[config.mk]
export PLATFORM = sky130hd
export DESIGN_NAME = stuck_value_sample_checker_top
export DESIGN_NICKNAME = d
export VERILOG_FILES = /design/src/hw/rtl/svsc_pkg.sv /design/src/hw/rtl/svsc_cfg_regs.sv /design/src/hw/rtl/svsc_core.sv /design/src/hw/rtl/svsc_out_buf.sv /design/src/hw/rtl/stuck_value_sample_checker_top.sv
export SDC_FILE = /design/constraint.sdc
export NUM_CORES = 1
export LEC_CHECK = 0
export ABC_CLOCK_PERIOD_IN_PS = 7500
export BUFFER_PORTS_ARGS = -buffer_cell sky130_fd_sc_hd__buf_2
export CORE_MARGIN = 8
export CORE_UTILIZATION = 50
export DETAILED_ROUTE_END_ITERATION = 10
export PLACE_DENSITY = 0.64
export SETUP_SLACK_MARGIN = 0.4
export SYNTH_ARGS = -nofsm -noshare
export SYNTH_HDL_FRONTEND = slang
export SYNTH_HIERARCHICAL = 1
export SYNTH_SLANG_ARGS = --single-unit
export TNS_END_PERCENT = 50
[constraint.sdc]
create_clock -name clk_i -period 7.5 [get_ports clk_i]
set_input_delay 0.75 -clock clk_i [delete_from_list [all_inputs] [get_ports clk_i]]
set_output_delay 0.75 -clock clk_i [all_outputs]
set_load 0.005 [all_outputs]
[src/hw/rtl/svsc_pkg.sv]
// Package for the stuck value sample checker: types, codes and double compare helpers.
package svsc_pkg;

  localparam int unsigned DefRowBits    = 16;
  localparam int unsigned DefColumnBits = 8;

  typedef enum logic [1:0] {
    IssueNan      = 2'd0,
    IssueInf      = 2'd1,
    IssueStale    = 2'd2,
    IssueConstant = 2'd3
  } issue_e;

  typedef enum logic [1:0] {
    RegStaleEnable    = 2'd0,
    RegConstantEnable = 2'd1,
    RegRunLimit       = 2'd2
  } reg_index_e;

  typedef struct packed {
    issue_e      code;
    logic [15:0] row;
    logic [7:0]  column;
    logic [15:0] run;
  } issue_t;

  typedef struct packed {
    logic        stale_enable;
    logic        constant_enable;
    logic [15:0] run_limit;
  } cfg_t;

  // Equality of two finite doubles: +0 and -0 compare equal.
  function automatic logic fp_eq(input logic [63:0] a, input logic [63:0] b);
    fp_eq = (a == b) || ((a[62:0] == 63'd0) && (b[62:0] == 63'd0));
  endfunction

  // a < b for two finite doubles.
  function automatic logic fp_lt(input logic [63:0] a, input logic [63:0] b);
    logic res;
    res = 1'b0;
    if (fp_eq(a, b)) begin
      res = 1'b0;
    end else if (a[63] != b[63]) begin
      res = a[63];
    end else if (!a[63]) begin
      res = a[62:0] < b[62:0];
    end else begin
      res = a[62:0] > b[62:0];
    end
    fp_lt = res;
  endfunction

endpackage

[src/hw/rtl/svsc_cfg_regs.sv]
// Configuration register file of the stuck value sample checker.
module svsc_cfg_regs
  import svsc_pkg::*;
(
  input  logic        clk_i,
  input  logic        rst_ni,
  input  logic        cfg_valid_i,
  input  logic [1:0]  cfg_index_i,
  input  logic [15:0] cfg_data_i,
  output cfg_t        cfg_o
);

  cfg_t cfg_q;

  always_ff @(posedge clk_i or negedge rst_ni) begin
    if (!rst_ni) begin
      cfg_q <= '{stale_enable: 1'b1, constant_enable: 1'b1, run_limit: 16'd16};
    end else if (cfg_valid_i) begin
      case (cfg_index_i)
        RegStaleEnable:    cfg_q.stale_enable    <= cfg_data_i[0];
        RegConstantEnable: cfg_q.constant_enable <= cfg_data_i[0];
        RegRunLimit:       cfg_q.run_limit       <= cfg_data_i;
        default: ;
      endcase
    end
  end

  assign cfg_o = cfg_q;

endmodule

[src/hw/rtl/svsc_core.sv]
// Per-sample checking datapath: column state update and issue generation.
module svsc_core
  import svsc_pkg::*;
#(
  parameter int unsigned ROW_BITS    = DefRowBits,
  parameter int unsigned COLUMN_BITS = DefColumnBits
) (
  input  logic        clk_i,
  input  logic        rst_ni,
  input  cfg_t        cfg_i,
  input  logic        step_i,
  input  logic [63:0] sample_i,
  input  logic        last_i,
  output logic        first_vld_o,
  output issue_t      first_o,
  output logic        second_vld_o,
  output issue_t      second_o
);

  logic [ROW_BITS-1:0]    row_q;
  logic [COLUMN_BITS-1:0] col_q;
  logic [63:0]            prev_q, min_q, max_q;
  logic                   have_prev_q, seen_q, reported_q;
  logic [15:0]            rep_q;

  logic        special, is_nan, repeat_hit, fire, konst;
  logic [63:0] min_n, max_n;
  logic [15:0] rep_n;
  logic [15:0] row16;
  logic [7:0]  col8;

  always_comb begin
    special    = (sample_i[62:52] == 11'h7FF);
    is_nan     = special && (sample_i[51:0] != 52'd0);
    min_n      = min_q;
    max_n      = max_q;
    if (!special) begin
      if (!seen_q) begin
        min_n = sample_i;
        max_n = sample_i;
      end else begin
        if (fp_lt(sample_i, min_q)) min_n = sample_i;
        if (fp_lt(max_q, sample_i)) max_n = sample_i;
      end
    end
    repeat_hit = have_prev_q && fp_eq(sample_i, prev_q);
    rep_n      = rep_q;
    if (!special && cfg_i.stale_enable) begin
      if (repeat_hit) rep_n = (rep_q == 16'hFFFF) ? rep_q : rep_q + 16'd1;
      else rep_n = 16'd0;
    end
    fire  = !special && cfg_i.stale_enable && repeat_hit &&
            (rep_n == cfg_i.run_limit) && !reported_q;
    konst = last_i && cfg_i.constant_enable && (seen_q || !special) &&
            (row_q != '0) && fp_eq(min_n, max_n);
    row16 = 16'(row_q);
    col8  = 8'(col_q);
  end

  always_comb begin
    first_vld_o  = special || fire || konst;
    second_vld_o = (special || fire) && konst;
    first_o.column  = col8;
    second_o        = '{code: IssueConstant, row: 16'd0, column: col8, run: 16'd0};
    if (special) begin
      first_o.code = is_nan ? IssueNan : IssueInf;
      first_o.row  = row16;
      first_o.run  = 16'd0;
    end else if (fire) begin
      first_o.code = IssueStale;
      first_o.row  = row16;
      first_o.run  = rep_n;
    end else begin
      first_o.code = IssueConstant;
      first_o.row  = 16'd0;
      first_o.run  = 16'd0;
    end
  end

  always_ff @(posedge clk_i or negedge rst_ni) begin
    if (!rst_ni) begin
      row_q <= '0; col_q <= '0; prev_q <= '0; min_q <= '0; max_q <= '0;
      have_prev_q <= 1'b0; seen_q <= 1'b0; reported_q <= 1'b0; rep_q <= '0;
    end else if (step_i) begin
      if (last_i) begin
        row_q <= '0; prev_q <= '0; min_q <= '0; max_q <= '0;
        have_prev_q <= 1'b0; seen_q <= 1'b0; reported_q <= 1'b0; rep_q <= '0;
        if (col_q != '1) col_q <= col_q + 1'b1;
      end else begin
        if (row_q != '1) row_q <= row_q + 1'b1;
        min_q <= min_n;
        max_q <= max_n;
        rep_q <= rep_n;
        if (fire) reported_q <= 1'b1;
        if (!special) begin
          prev_q <= sample_i; have_prev_q <= 1'b1; seen_q <= 1'b1;
        end
      end
    end
  end

endmodule

[src/hw/rtl/svsc_out_buf.sv]
// Two-entry result queue that drains into the output stream.
module svsc_out_buf
  import svsc_pkg::*;
(
  input  logic   clk_i,
  input  logic   rst_ni,
  input  logic   push_i,
  input  logic   a_vld_i,
  input  issue_t a_i,
  input  logic   b_vld_i,
  input  issue_t b_i,
  output logic   room_o,
  output logic   vld_o,
  output issue_t data_o,
  output logic   final_o,
  input  logic   ready_i
);

  issue_t     e0_q, e1_q;
  logic       f0_q, f1_q;
  logic [1:0] cnt_q;
  logic       pop;

  assign pop     = vld_o && ready_i;
  assign vld_o   = (cnt_q != 2'd0);
  assign data_o  = e0_q;
  assign final_o = f0_q;
  // Room for two entries once the head leaves.
  assign room_o  = (cnt_q == 2'd0) || ((cnt_q == 2'd1) && pop);

  always_ff @(posedge clk_i or negedge rst_ni) begin
    if (!rst_ni) begin
      cnt_q <= 2'd0;
    end else if (push_i && a_vld_i) begin
      cnt_q <= b_vld_i ? 2'd2 : 2'd1;
    end else if (pop) begin
      cnt_q <= cnt_q - 2'd1;
    end
  end

  always_ff @(posedge clk_i) begin
    if (push_i && a_vld_i) begin
      e0_q <= a_i; f0_q <= !b_vld_i;
      e1_q <= b_i; f1_q <= 1'b1;
    end else if (pop) begin
      e0_q <= e1_q; f0_q <= f1_q;
    end
  end

endmodule

[src/hw/rtl/stuck_value_sample_checker_top.sv]
// Top level of the stuck value sample checker.
//
// Checks one IEEE double sample per transaction, at up to one transaction per clock: the
// checking datapath is combinational and feeds a two-entry result queue. An item is
// accepted whenever the result queue has room for its up to two issues: input is held
// off while one issue waits and the output side does not take it, and while a queued
// pair of issues is still being drained. Issues appear on the output in the cycle after
// the causing sample is accepted; NaN, infinite and stale issues come before a
// constant-column issue of the same sample.
module stuck_value_sample_checker_top
  import svsc_pkg::*;
#(
  parameter int unsigned ROW_BITS    = DefRowBits,
  parameter int unsigned COLUMN_BITS = DefColumnBits
) (
  input  logic        clk_i,
  input  logic        rst_ni,
  input  logic        s_axis_tvalid,
  output logic        s_axis_tready,
  input  logic [63:0] s_axis_tdata,   // sample_bits
  input  logic        s_axis_tlast,   // column_last
  output logic        m_axis_tvalid,
  input  logic        m_axis_tready,
  output logic [47:0] m_axis_tdata,   // issue_code, row_index, column_index, run_length, pad
  output logic        m_axis_tlast,   // final_issue
  input  logic        cfg_valid_i,
  output logic        cfg_ready_o,
  input  logic [1:0]  cfg_index_i,
  input  logic [15:0] cfg_data_i
);

  cfg_t   cfg;
  logic   step, a_vld, b_vld, room;
  issue_t a_iss, b_iss, o_iss;

  assign cfg_ready_o   = 1'b1;
  assign s_axis_tready = room;
  assign step          = s_axis_tvalid && room;

  svsc_cfg_regs u_cfg (
    .clk_i, .rst_ni, .cfg_valid_i, .cfg_index_i, .cfg_data_i, .cfg_o(cfg)
  );

  svsc_core #(.ROW_BITS(ROW_BITS), .COLUMN_BITS(COLUMN_BITS)) u_core (
    .clk_i, .rst_ni, .cfg_i(cfg), .step_i(step), .sample_i(s_axis_tdata),
    .last_i(s_axis_tlast), .first_vld_o(a_vld), .first_o(a_iss),
    .second_vld_o(b_vld), .second_o(b_iss)
  );

  svsc_out_buf u_buf (
    .clk_i, .rst_ni, .push_i(step), .a_vld_i(a_vld), .a_i(a_iss), .b_vld_i(b_vld),
    .b_i(b_iss), .room_o(room), .vld_o(m_axis_tvalid), .data_o(o_iss),
    .final_o(m_axis_tlast), .ready_i(m_axis_tready)
  );

  assign m_axis_tdata = {6'd0, o_iss.run, o_iss.column, o_iss.row, o_iss.code};

`ifndef ASSERT_OFF
  a_second_implies_first: assert property (@(posedge clk_i) disable iff (!rst_ni)
    b_vld |-> a_vld) else $error("second issue without first");
  a_no_accept_when_full: assert property (@(posedge clk_i) disable iff (!rst_ni)
    (m_axis_tvalid && !m_axis_tready && !m_axis_tlast) |-> !s_axis_tready)
    else $error("input accepted while a pair is queued");
  a_push_shows: assert property (@(posedge clk_i) disable iff (!rst_ni)
    (step && a_vld) |=> m_axis_tvalid) else $error("issue lost");
`endif

endmodule
==> run_results.csv, run 1 <==
group,metric,value,unit
final_layout,final_nets,2698,
power,clkPwrFrac,19.2,%
floorplanning,dieArea,0.0524,sq mm
floorplanning,row_count,78,
critical_path,critPathLaunchType,"flip-flop",
logic_synthesis,yosys.area.top_type,"dfrtp_1",
power,combPwrFrac,49.2,%
run,drv_cap,0,
route,wl_per_cell,30.3,um
critical_path,cp.required,7.82,ns
final_layout,fin_area,0.0254,sq mm
min_path,hold_class,"input pin to async pin",
final_layout,fin_cells,3109,
route,first_iter_violations,3102,
clocking,clkSinkCount,339,
power,p_seq_share,31.6,%
logic_synthesis,netlist_area,0.0227,sq mm
logic_synthesis,synth_cell_type_count,86,
clocking,clock_path_buffers,3,
floorplanning,die_w,229,um
power,power.internal,5520,uW
clocking,postCtsHoldBufs,0,
place,hpwl,71.0,mm
critical_path,critPathKind,"flip-flop to flip-flop",
sta,finalHoldViolations,0,
critical_path,regToRegSetupSlack,0.40,ns
floorplanning,ioPinCount,140,
route,drt_wl_total,94.3,mm
route,drtPass1Iterations,6,
route,antenna_left,0,
sta,clock_skew,0.0198,ns
critical_path,cp_max_fo,26,
logic_synthesis,yosysTopAreaCellShare,27.7,%
sta,tightestPinTransition,1.22,ns
grt,antenna_found_initial,3,
logic_synthesis,syn_inst,2382,
power,peakVddDrop,0.330,mV
floorplanning,start_util,50.3,%
logic_synthesis,synth_area_per_cell,9.52,sq um
route,num_vias,21008,
grt,grt_pass1_vias,19860,
sta,fmax,141,MHz
clocking,postCtsSetupRepairBufs,0,
sta,drv_slew,0,
sta,timing.setup.tns,0,ns
floorplanning,die_y,229,um
critical_path,end_kind,"flip-flop",
place,placed_area,0.0241,sq mm
clocking,clock_latency,0.58,ns
critical_path,worstRegToRegCells,22,
power,p_sw,4910,uW
logic_synthesis,async_flop_share,74.9,%
clocking,cts_buffers,40,
place,gp_congestion,1.12,
logic_synthesis,dominantRegCellSynth,"dfrtp_1",
grt,grt_usage,34.6,%
place,dp.cells,3036,
critical_path,arrival,7.43,ns
logic_synthesis,ys_seq_area_share,39.3,%
grt,overflow,0,
clocking,cts-root-buf,"clkbuf_16",
power,powerDensity,410,mW/mm^2
logic_synthesis,synth.area.top_cells,"dfrtp_1, edfxtp_1, ha_1, xnor2_1, o22ai_1",
critical_path,r2r-start,"u_core/min_q[30]$_DFFE_PN0P_",
status,outcome,"finished clean",
sta,post-route-period-util,94.7,%
clocking,cts_tree,"built",
route,viasPerCell,6.76,
sta,rsz0062_at_grt,"no",
place,io_buffers,132,
final_layout,syn_to_final_growth,12.1,%
sta,fin_crit,7.10,ns
sta,relSlewSlack,18.6,%
grt,grt_pass1_wl,136,mm
power,p_leak,0.0107,uW
route,drc,0,
logic_synthesis,ys_ff_latch,339,
clocking,cts_max_level,2,
grt,grt_max_degree,157,
sta,setup_viol,0,
power,p_sw_share,47.1,%
logic_synthesis,synth_enable_flop_cells,85,
final_layout,drive_gt1_share,15.5,%
logic_synthesis,ys_warn_count,6,
clocking,clk_pin_slew,0.06,ns
floorplanning,core_area,0.0451,sq mm
critical_path,reg2reg_to,"u_buf/data_o[33]$_DFFE_PP_",
==> cell type report <==
| class | count | area, sq um |
|---|---|---|
| sequential | 339 | 8910 |
| multi-input combinational | 1652 | 12100 |
| clock buffer | 56 | 1140 |
| inverter | 215 | 807 |
| fill | 4066 | 19700 |
| timing repair buffer | 230 | 1580 |
| tap | 600 | 751 |
| clock inverter | 15 | 175 |
| antenna | 2 | 5.00 |
==> metrics by stage <==
stage	power (uW)	hold slack, ns	utilization [%]	worst slack, ns
final	10400	0.181	56.4	0.396
after global routing	10800	0.271	56.4	0.421
after CTS	10200	0.261	56.4	0.689
after detailed placement	8140	0.477	53.5	0.197
after global placement	8090	0.465	53.5	0.191
after floorplan	6120	0.454	-	0.728
==> synth_stat cells (all sizes together), types with 6 or more instances <==
library cell / n
a211oi: 14
a21boi: 11
a21oi: 92
a221o: 9
a221oi: 17
a22o: 79
a22oi: 109
and2: 19
and3: 12
and4: 12
buf: 94
clkbuf: 119
dfrtp: 251
edfxtp: 85
ha: 132
inv: 215
mux2: 65
mux2i: 30
nand2: 127
nand3: 45
nand3b: 8
nand4: 101
nor2: 97
nor3: 40
nor4: 79
o2111ai: 15
o211ai: 11
o21ai: 71
o221ai: 6
o22ai: 150
o31ai: 9
or3: 10
or4: 6
xnor2: 122
xor2: 34
==> sequential cells by signal, indices dropped and copies added (netlist names), 16 cells and up <==
name / flops
u_buf/data_o: 42
u_cfg/cfg_o: 18
u_core/max_q: 64
u_core/min_q: 64
u_core/prev_q: 64
u_buf/e1_q: 42
u_core/rep_q: 16
u_core/row16: 16
==> layout by cell type (no fill, tap or decap), types with 85 or more instances in the layout <==
| cell type | netlist | routed |
|---|---|---|
| dfrtp_1 | 251 | 251 |
| inv_1 | 215 | 215 |
| o22ai_1 | 150 | 150 |
| ha_1 | 132 | 132 |
| buf_2 | 23 | 130 |
| nand2_1 | 127 | 127 |
| xnor2_1 | 122 | 122 |
| a22oi_1 | 109 | 109 |
| nand4_1 | 99 | 99 |
| nor2_1 | 96 | 95 |
| a21oi_1 | 92 | 91 |
| buf_4 | 50 | 85 |
| edfxtp_1 | 85 | 85 |
==> layer usage <==
metal	track usage, %	wire (um)	vias to the layer above
met1	48.9	39300	10395
li1	-	-	9016
met3	10.9	11700	234
met4	13.9	4400	4
met5	0	23	-
met2	48.5	38800	1359
==> power by group through the flow <==
stage          clock network (uW)  logic (uW)  registers (uW)
2_1_floorplan                   0        3190            2930
3_3_place_gp                    0        4840            3250
3_5_place_dp                    0        4880            3260
4_1_cts                      2030        4900            3240
5_1_grt                      2100        5390            3320
6_report                     2000        5130            3300
==> worst max-delay path, stage by stage, from the launching register on <==
cell and delay (ns):
dfrtp_1 0.51, inv_1 0.22, ha_1 0.34, nand4_1 0.23, nor3_1 0.49, nand4_1 0.35, a21oi_1 0.41, a211o_1 0.19
o21bai_1 0.13, or3_4 0.63, buf_12 0.25, buf_4 0.19, mux2i_1 0.20, xnor2_1 0.08, nor4_1 0.65, buf_4 0.22
nand4_1 0.12, nor4_1 0.38, a41oi_1 0.25, o21bai_1 0.17, and2_4 0.27, buf_12 0.19, mux2_2 0.35
==> worst max-delay path by stage <==
stage	startpoint	to	slack, ns	depth (start not counted)
CTS	u_core/min_q[30]$_DFFE_PN0P_	u_buf/data_o[33]$_DFFE_PP_	0.69	22
global placement	s_axis_tdata[60]	u_buf/data_o[36]$_DFFE_PP_	0.19	22
floorplan	s_axis_tdata[60]	u_buf/data_o[0]$_DFFE_PP_	0.73	23
global route	s_axis_tdata[57]	u_buf/data_o[33]$_DFFE_PP_	0.42	22
finish	u_core/min_q[30]$_DFFE_PN0P_	u_buf/data_o[33]$_DFFE_PP_	0.40	22
detailed placement	s_axis_tdata[60]	u_buf/data_o[33]$_DFFE_PP_	0.20	22
==> logic make-up after synthesis <==
logic type	Yosys count	synth area share, %
flip-flops	339	39.3
AND/OR/NAND/NOR	575	13.6
other	4	0.0662
AO/OA/AOI/OAI	653	20.1
adder cells (fa/ha/maj)	132	7.28
multiplexers	95	5.22
XOR/XNOR	156	6.02
buffers and inverters	428	8.40
==> what timing repair did <==
action	CTS	global route
hold endpoints to repair	0	0
endpoints found under the setup margin	0	85
resized for setup	0	1
(Power assumes the default switching activity.)
==> inputs of run 2 (changes only) <==
--- a/config.mk
+++ b/config.mk
@@ -5,6 +5,7 @@
 export SDC_FILE = /design/constraint.sdc
 export NUM_CORES = 1
 export LEC_CHECK = 0
+export ABC_AREA = 1
 export ABC_CLOCK_PERIOD_IN_PS = 7500
 export BUFFER_PORTS_ARGS = -buffer_cell sky130_fd_sc_hd__buf_2
 export CORE_MARGIN = 8
@@ -12,6 +13,7 @@
 export DETAILED_ROUTE_END_ITERATION = 10
 export PLACE_DENSITY = 0.64
 export SETUP_SLACK_MARGIN = 0.4
+export SLEW_MARGIN = 20
 export SYNTH_ARGS = -nofsm -noshare
 export SYNTH_HDL_FRONTEND = slang
 export SYNTH_HIERARCHICAL = 1
==> constraint.sdc (replaced) <==
create_clock -name clk_i -period 7.5 [get_ports clk_i]
set_input_delay 0.375 -clock clk_i [delete_from_list [all_inputs] [get_ports clk_i]]
set_output_delay 0.375 -clock clk_i [all_outputs]
set_load 0.005 [all_outputs]
==> run 2 against run 1 <==
Compared with the run above:
- critical path depth up 10
- maximum frequency up 15%
- flip-flop and latch count unchanged
- highest routed layer unchanged
- sequential share of layout area down 0.81 points
- area after synthesis up 5.2%
- synthesized cell count up 41%
- cell area up 2.4%
- clock skew down 0.0093 ns
- cell count up 31%
- largest power group unchanged
- hold slack worse by 0.14 ns
==> run_results.csv, run 2 <==
group,metric,value,unit
floorplanning,row_count,80,
final_layout,final_nets,3644,
critical_path,path_common_cell,"nand2_1",
power,p_sw_share,45.4,%
logic_synthesis,netlist_area,0.0238,sq mm
clocking,postCtsSetupRepairBufs,0,
logic_synthesis,ys_seq_area_share,37.4,%
logic_synthesis,yosys.area.top_type,"dfrtp_1",
critical_path,crit_start,"u_core/max_q[30]$_DFFE_PN0P_",
place,hpwl,58.1,mm
route,first_iter_violations,2347,
logic_synthesis,synthMostInstantiatedCell,"nand2_1",
critical_path,arrival,6.47,ns
floorplanning,die_y,234,um
power,clkPwrFrac,22.0,%
final_layout,utilization,54.9,%
logic_synthesis,synth_mux_area_share,0,%
route,num_vias,23102,
grt,grt_pass1_wl,124,mm
clocking,clkSinkCount,339,
power,p_leak,0.0129,uW
critical_path,r2r-start,"u_core/max_q[30]$_DFFE_PN0P_",
logic_synthesis,ys_ff_latch,339,
final_layout,drive_gt1_share,8.22,%
clocking,cts_max_level,2,
logic_synthesis,synth.area.top_cells,"dfrtp_1, nand2_1, edfxtp_1, ha_1, inv_1",
sta,setup_ws,1.30,ns
final_layout,reg_top3,"u_core/max_q: 64 flops, u_core/min_q: 64 flops, u_core/prev_q: 64 flops",
final_layout,multiInputGateArea,0.0125,sq mm
critical_path,critPathLaunchType,"flip-flop",
floorplanning,die_w,234,um
route,drc,0,
logic_synthesis,synth_fa_ha_area_share,6.93,%
critical_path,cp.required,7.77,ns
final_layout,fill_cells,4643,
logic_synthesis,synth-simple-area-share,33.3,%
final_layout,regArea,0.00891,sq mm
sta,clock_skew,0.0105,ns
sta,finalHoldViolations,0,
sta,rsz0062_at_grt,"no",
grt,grt_max_degree,127,
sta,drv_slew,0,
logic_synthesis,yosys-top-cells-count,"nand2_1, inv_1, nor2_1",
grt,overflow,0,
grt,grt_usage,28.8,%
power,peakVddDrop,0.245,mV
sta,tightestPinTransition,1.09,ns
clocking,cts_tree,"built",
sta,timing.setup.tns,0,ns
power,power.internal,4970,uW
floorplanning,dieArea,0.0549,sq mm
power,combPwrFrac,46.5,%
logic_synthesis,ys_warn_count,6,
logic_synthesis,synth_cell_type_count,51,
route,viasPerCell,5.68,
floorplanning,start_util,50.3,%
route,drtPass1Iterations,6,
min_path,hold_class,"input pin to flip-flop",
clocking,clock_path_buffers,3,
place,pre_cts_ws,1.12,ns
logic_synthesis,yosysTopAreaCellShare,26.3,%
critical_path,endpoint,"u_buf/data_o[6]$_DFFE_PP_",
final_layout,mostFrequentLayoutCells,"nand2_1, inv_1, nor2_1",
sta,post-route-period-util,82.7,%
logic_synthesis,synth_area_per_cell,7.08,sq um
logic_synthesis,synth_enable_flop_cells,85,
critical_path,end_kind,"flip-flop",
critical_path,slowest_stage,"nor2_1",
clocking,cts-root-buf,"clkbuf_16",
route,drt_wl_total,80.0,mm
sta,fmax,161,MHz
power,p_sw,4130,uW
critical_path,reg2reg_to,"u_buf/data_o[6]$_DFFE_PP_",
place,gp_congestion,1.00,
power,powerDensity,349,mW/mm^2
sta,fin_crit,6.20,ns
critical_path,cp_max_fo,48,
grt,antenna_found_initial,8,
logic_synthesis,async_flop_share,74.9,%
logic_synthesis,synth_xor_area_share,2.46,%
clocking,cts_buffers,43,
power,p_seq_share,31.5,%
floorplanning,core_area,0.0474,sq mm
status,outcome,"finished clean",
route,wl_per_cell,19.7,um
clocking,clock_latency,0.58,ns
grt,grt_pass1_vias,21598,
clocking,clk_pin_slew,0.06,ns
critical_path,regToRegSetupSlack,1.30,ns
sta,relSlewSlack,27.2,%
final_layout,final_common_cell,"nand2_1",
critical_path,critPathKind,"flip-flop to flip-flop",
critical_path,worstRegToRegCells,32,
run,drv_cap,0,
sta,setup_viol,0,
route,antenna_left,0,
critical_path,max_stage_delay,0.47,ns
logic_synthesis,synth_compound_gate_area_share,9.12,%
final_layout,syn_to_final_growth,9.18,%
floorplanning,ioPinCount,140,
logic_synthesis,dominantRegCellSynth,"dfrtp_1",
logic_synthesis,syn_inst,3370,
logic_synthesis,synth_top_family_by_area,"simple AND/OR/NAND/NOR gates",
place,io_buffers,132,
run 2: cell types whose count changed after synthesis, sizes merged, moves of 79 or more:
cell | before | now
a22o | 79 | 0
nor2 | 97 | 287
nand2 | 127 | 1152
nand3 | 45 | 230
a22oi | 109 | 0
inv | 215 | 415
xnor2 | 122 | 34
run 2: power groups by stage:
stage | Sequential (uW) | Combinational [uW] | Clock, uW
finish | 2870 | 4230 | 2000
global route | 2930 | 4670 | 2110
CTS | 2860 | 4150 | 2050
detailed placement | 2880 | 4130 | 0
global placement | 2860 | 4060 | 0
floorplan | 2770 | 2910 | 0
run 2: layer usage:
layer	up-vias	routed length, um	track usage, %
li1	11083	-	-
met1	10829	33500	38.0
met2	999	37100	46.9
met3	177	5810	4.49
met4	14	3450	12.1
met5	-	90	0
run 2: area by class of cell:
type	instances	area share [%]
inverter	415	6.03
clock buffer	57	4.49
clock inverter	17	0.610
timing repair buffer	155	3.57
antenna	1	0.00961
multi-input combinational	2470	48.1
tap	615	2.96
sequential	339	34.2
run 2: cells by family after synthesis:
| group | Yosys count |
|---|---|
| fa+ha+maj | 132 |
| compound gates | 374 |
| simple gates | 1856 |
| flops | 339 |
| xor+xnor | 67 |
| buf+inv | 598 |
| other cells | 4 |
run 2: through the flow:
stage,power (uW),hold slack (ns),instance area (sq um),cells
6_report,9100,0.0375,26000,4069
5_1_grt,9710,0.0409,26000,4069
4_1_cts,9060,0.00332,26000,4067
3_5_place_dp,7020,0.474,24700,3992
3_3_place_gp,6930,0.463,24700,3992
2_1_floorplan,5680,0.0794,24000,3407
run 2: how the worst min path moves through the flow:
stage,start,endpoint,slack (ns),cells after the start
global route,cfg_data_i[0],u_cfg/cfg_o[17]$_DFFE_PN1P_,0.04,3
finish,cfg_data_i[4],u_cfg/cfg_o[4]$_DFFE_PN1P_,0.04,3
global placement,u_cfg/cfg_o[4]$_DFFE_PN1P_,u_cfg/cfg_o[4]$_DFFE_PN1P_,0.46,2
detailed placement,u_cfg/cfg_o[4]$_DFFE_PN1P_,u_cfg/cfg_o[4]$_DFFE_PN1P_,0.47,2
floorplan,rst_ni,u_buf/cnt_q[0]$_DFFE_PN0P_,0.08,0
CTS,cfg_data_i[4],u_cfg/cfg_o[4]$_DFFE_PN1P_,0.003,3
run 2: timing repair:
item / in CTS / in global routing
hold buffers: 1 / 0
hold endpoints to repair: 8 / 0
resized for setup: 0 / 0
run 2: worst max-delay path, delay by kind of cell, from the launching register on:
family | cells | cell delay (ns)
buffers and inverters | 4 | 0.97
adders and majority gates | 1 | 0.31
and+or+nand+nor | 27 | 4.10
DFF | 1 | 0.39
